==> src/hdl/plpp_pixel.sv <==
// ----------------------------------------------------------------------------
// plpp_pixel
// Maps a Q15.16 coordinate to a clamped pixel index in two stages.
// ----------------------------------------------------------------------------
module plpp_pixel #(
  parameter int PIXEL_BITS = 12
) (
  input  logic                  clk,
  input  logic                  adv,
  input  logic signed [31:0]    coord,
  input  logic [15:0]           ppm,
  input  logic [12:0]           size,
  output logic [PIXEL_BITS-1:0] pixel
);

  localparam logic [13:0] TOP = 14'((1 << PIXEL_BITS) - 1);

  // Scale
  logic signed [48:0] prod;
  always_ff @(posedge clk) begin
    if (adv) begin
      prod <= coord * $signed({1'b0, ppm});
    end
  end

  // Truncate toward zero, center and clamp
  logic [48:0]        mag;
  logic signed [34:0] off;
  logic [12:0]        sz;
  logic signed [34:0] pos;
  logic [13:0]        lim;
  logic [13:0]        res;

  always_comb begin
    mag = prod[48] ? 49'(-prod) : prod;
    off = prod[48] ? -$signed({2'b00, mag[48:16]}) : $signed({2'b00, mag[48:16]});
    sz  = (size == 13'd0) ? 13'd1 : size;
    pos = $signed({23'd0, sz[12:1]}) + off;
    lim = ({1'b0, sz} - 14'd1 < TOP) ? {1'b0, sz} - 14'd1 : TOP;
    if (pos < 0) begin
      res = '0;
    end else if (pos > $signed({21'd0, lim})) begin
      res = lim;
    end else begin
      res = pos[13:0];
    end
  end

  always_ff @(posedge clk) begin
    if (adv) begin
      pixel <= PIXEL_BITS'(res);
    end
  end

endmodule

==> config.mk <==
export PLATFORM = sky130hd
export DESIGN_NAME = plpp_pixel
export DESIGN_NICKNAME = d
export VERILOG_FILES = /design/src/hdl/plpp_pixel.sv
export SDC_FILE = /design/constraint.sdc
export NUM_CORES = 2
export LEC_CHECK = 0
export BUFFER_PORTS_ARGS = -buffer_cell sky130_fd_sc_hd__clkbuf_2
export CAP_MARGIN = 25
export CORE_MARGIN = 4
export CORE_UTILIZATION = 45
export CTS_CLUSTER_SIZE = 14
export DETAILED_ROUTE_END_ITERATION = 10
export PLACE_DENSITY = 0.63
export REMOVE_ABC_BUFFERS = 1
export SYNTH_ARGS = -nofsm -noshare
export SYNTH_HDL_FRONTEND = slang
export SYNTH_SLANG_ARGS = --single-unit
export TNS_END_PERCENT = 50
==> constraint.sdc <==
create_clock -name clk -period 21.8 [get_ports clk]
set_input_delay 1.09 -clock clk [delete_from_list [all_inputs] [get_ports clk]]
set_output_delay 1.09 -clock clk [all_outputs]
set_load 0.03 [all_outputs]
==> results.json <==
{
  "status": "complete, no violations",
  "cp-end-kind": "flip-flop",
  "multi_input_area_sq_um": 19100,
  "ff2ff_path_depth": 28,
  "drc": 0,
  "antenna_left": 0,
  "cap_violations": 0,
  "grt_pass1_wl_um": 95800,
  "grtUsageTotal": 0.207,
  "cp_common_cell": "fa_1",
  "first_iter_violations": 1171,
  "setup_viol": 0,
  "critical_path_buf_inv_count": 4,
  "avgSynthCellArea_sq_um": 8.89,
  "worst_r2r_endpoint": "pixel[10]",
  "syn_to_final_growth_pct": 4.56,
  "cts_buffers": 9,
  "clock_sinks": 61,
  "final.period_utilization": 0.397,
  "slowest_stage": "clkbuf_2",
  "ctsHoldBuffers": 0,
  "min_path_cells": 4,
  "wirelength_um": 56400,
  "dpl.hpwl_um": 45700,
  "max_clock_freq_mhz": 116,
  "num_vias": 17569,
  "synth_top_area_cell": "fa_1",
  "ys_seq_elements": 61,
  "skew_ps": 10.1,
  "grt_antenna_before_repair": 0,
  "drv_slew": 0,
  "synth_cell_types": 89,
  "synth_flop_cell": "edfxtp_1",
  "rows": 83,
  "slew-limit-headroom": 0.328,
  "hp-class": "flip-flop to flip-flop",
  "placed_cell_area_sq_um": 24300,
  "final_area_sq_um": 24600,
  "async_flop_share": 0,
  "ctsResizeCount": 0,
  "globalplace.congestion": 0.862,
  "worstMarginPinSlew_ps": 1000,
  "crit_required_ps": 21880,
  "wire_per_inst_um": 17.1,
  "final_nets": 3316,
  "synth_edf_count": 61,
  "cts_setup_buffers": 0,
  "overflow": 0,
  "yosysMostFrequentCell": "inv_1",
  "diodes": 0,
  "r2r_setup_slack_ps": 13480,
  "viasPerCell": 5.32,
  "yosysWarningCount": 0,
  "hold_path_end": "pixel[0]",
  "ys_seq_area_frac": 0.0779,
  "synthTopCellsByCount": "inv_1 (553), fa_1 (490), nand2_1 (400)",
  "path_clk_slew_ps": 60,
  "hold_viol_final": 0,
  "seqCellArea_sq_um": 1830,
  "syn_inst": 2645,
  "core_sq_um": 51500,
  "cp_max_fo": 32,
  "max_stage_delay_ps": 620,
  "fp.dieW_um": 237,
  "synth_area_sq_um": 23500,
  "synth_top_area_frac": 0.417,
  "worst_r2r_startpoint": "prod[5]",
  "port_buffers": 74,
  "start_kind": "primary input",
  "cts_max_path_buffers": 2,
  "die_h_um": 237,
  "drive_gt1_frac": 0.0519,
  "dr.pass1.iters": 5,
  "clock-root-buffer": "clkbuf_16",
  "cp.arrival_ps": 8740,
  "yosys-top-cells-area": "fa_1 (42%), inv_1 (8.8%), edfxtp_1 (7.8%)",
  "grt_max_degree": 68,
  "rsz0062_at_grt": "false",
  "initial_utilization": 0.456,
  "period_minus_slack_ps": 8660,
  "cp_top_family": "adder cells",
  "htreeDepth": 3,
  "grt_pass1_vias": 18986,
  "dieArea_sq_um": 56000,
  "num-fill-cells": 4977,
  "critPathKind": "primary input to flip-flop",
  "cts_tree": "built",
  "clock_latency_ps": 340,
  "min_from": "prod[16]",
  "io_pins": 75,
  "fin_setup_tns_ps": 0
}
-- cells in the final DEF, fill, tap and decap left out, drive strengths merged, types with 24 or more instances in the layout --
| master | count |
|---|---|
| nand3 | 25 |
| a21o | 27 |
| fa | 490 |
| clkbuf | 85 |
| xor2 | 45 |
| o21ai | 50 |
| inv | 553 |
| xnor2 | 66 |
| and2 | 204 |
| a21oi | 53 |
| nand2 | 401 |
| nor3 | 36 |
| nor2 | 67 |
| nand2b | 24 |
| edfxtp | 61 |
| ha | 146 |
-- through the flow --
stage / setup WS, ps / instances / hold WS (ps) / utilization
3_5_place_dp: 12850 / 3286 / 1150 / 0.472
6_report: 13140 / 3302 / 1160 / 0.477
5_1_grt: 12700 / 3302 / 1250 / 0.477
3_3_place_gp: 13030 / 3286 / 1140 / 0.472
2_1_floorplan: 14210 / 2525 / 962 / -
4_1_cts: 13230 / 3302 / 1170 / 0.477
-- logic make-up after synthesis --
family / Yosys count / synth area share
simple gates: 879 / 0.187
mux: 24 / 0.0103
xor+xnor: 112 / 0.0429
buf+inv: 675 / 0.109
fa+ha+maj: 636 / 0.495
other cells: 1 / 0.000160
flops: 61 / 0.0779
compound gates: 257 / 0.0772
-- cell type report --
| class | count | share of cell area |
|---|---|---|
| multi-input combinational | 1910 | 0.778 |
| inverter | 554 | 0.0846 |
| sequential | 61 | 0.0745 |
| tap | 680 | 0.0346 |
| timing repair buffer | 81 | 0.0172 |
| clock buffer | 11 | 0.00947 |
| clock inverter | 5 | 0.00209 |
-- sequential cells by signal, indices dropped and copies added (netlist names) --
| register | flops |
|---|---|
| pixel | 12 |
| prod | 49 |
-- worst reg2reg max path, delay by kind of cell, from the launching register on --
kind	cells	cell delay, ps
simple gates	15	4670
compound gates	8	1660
fa+ha+maj	2	690
xor+xnor	2	430
flops	1	360
mux	1	220
-- metal layers --
metal  part of all wire  wire (um)  track usage
met1               0.45      25500        0.293
met2               0.47      26700        0.347
met3              0.059       3310       0.0235
met4              0.015        850       0.0425
met5                  0          0            0
-- worst max-delay path by stage --
stage	endpoint	cells after the start	start	slack (ps)
6_report	prod[47]	26	ppm[7]	13140
5_1_grt	prod[47]	26	ppm[2]	12700
4_1_cts	prod[47]	26	ppm[5]	13230
3_5_place_dp	prod[47]	26	ppm[6]	12850
3_3_place_gp	prod[47]	26	ppm[2]	13030
2_1_floorplan	prod[47]	25	coord[10]	14210
Power is left out: the tool's default activity adds up to more than one toggle a clock period on the data nets, which glitch-free logic cannot reach.
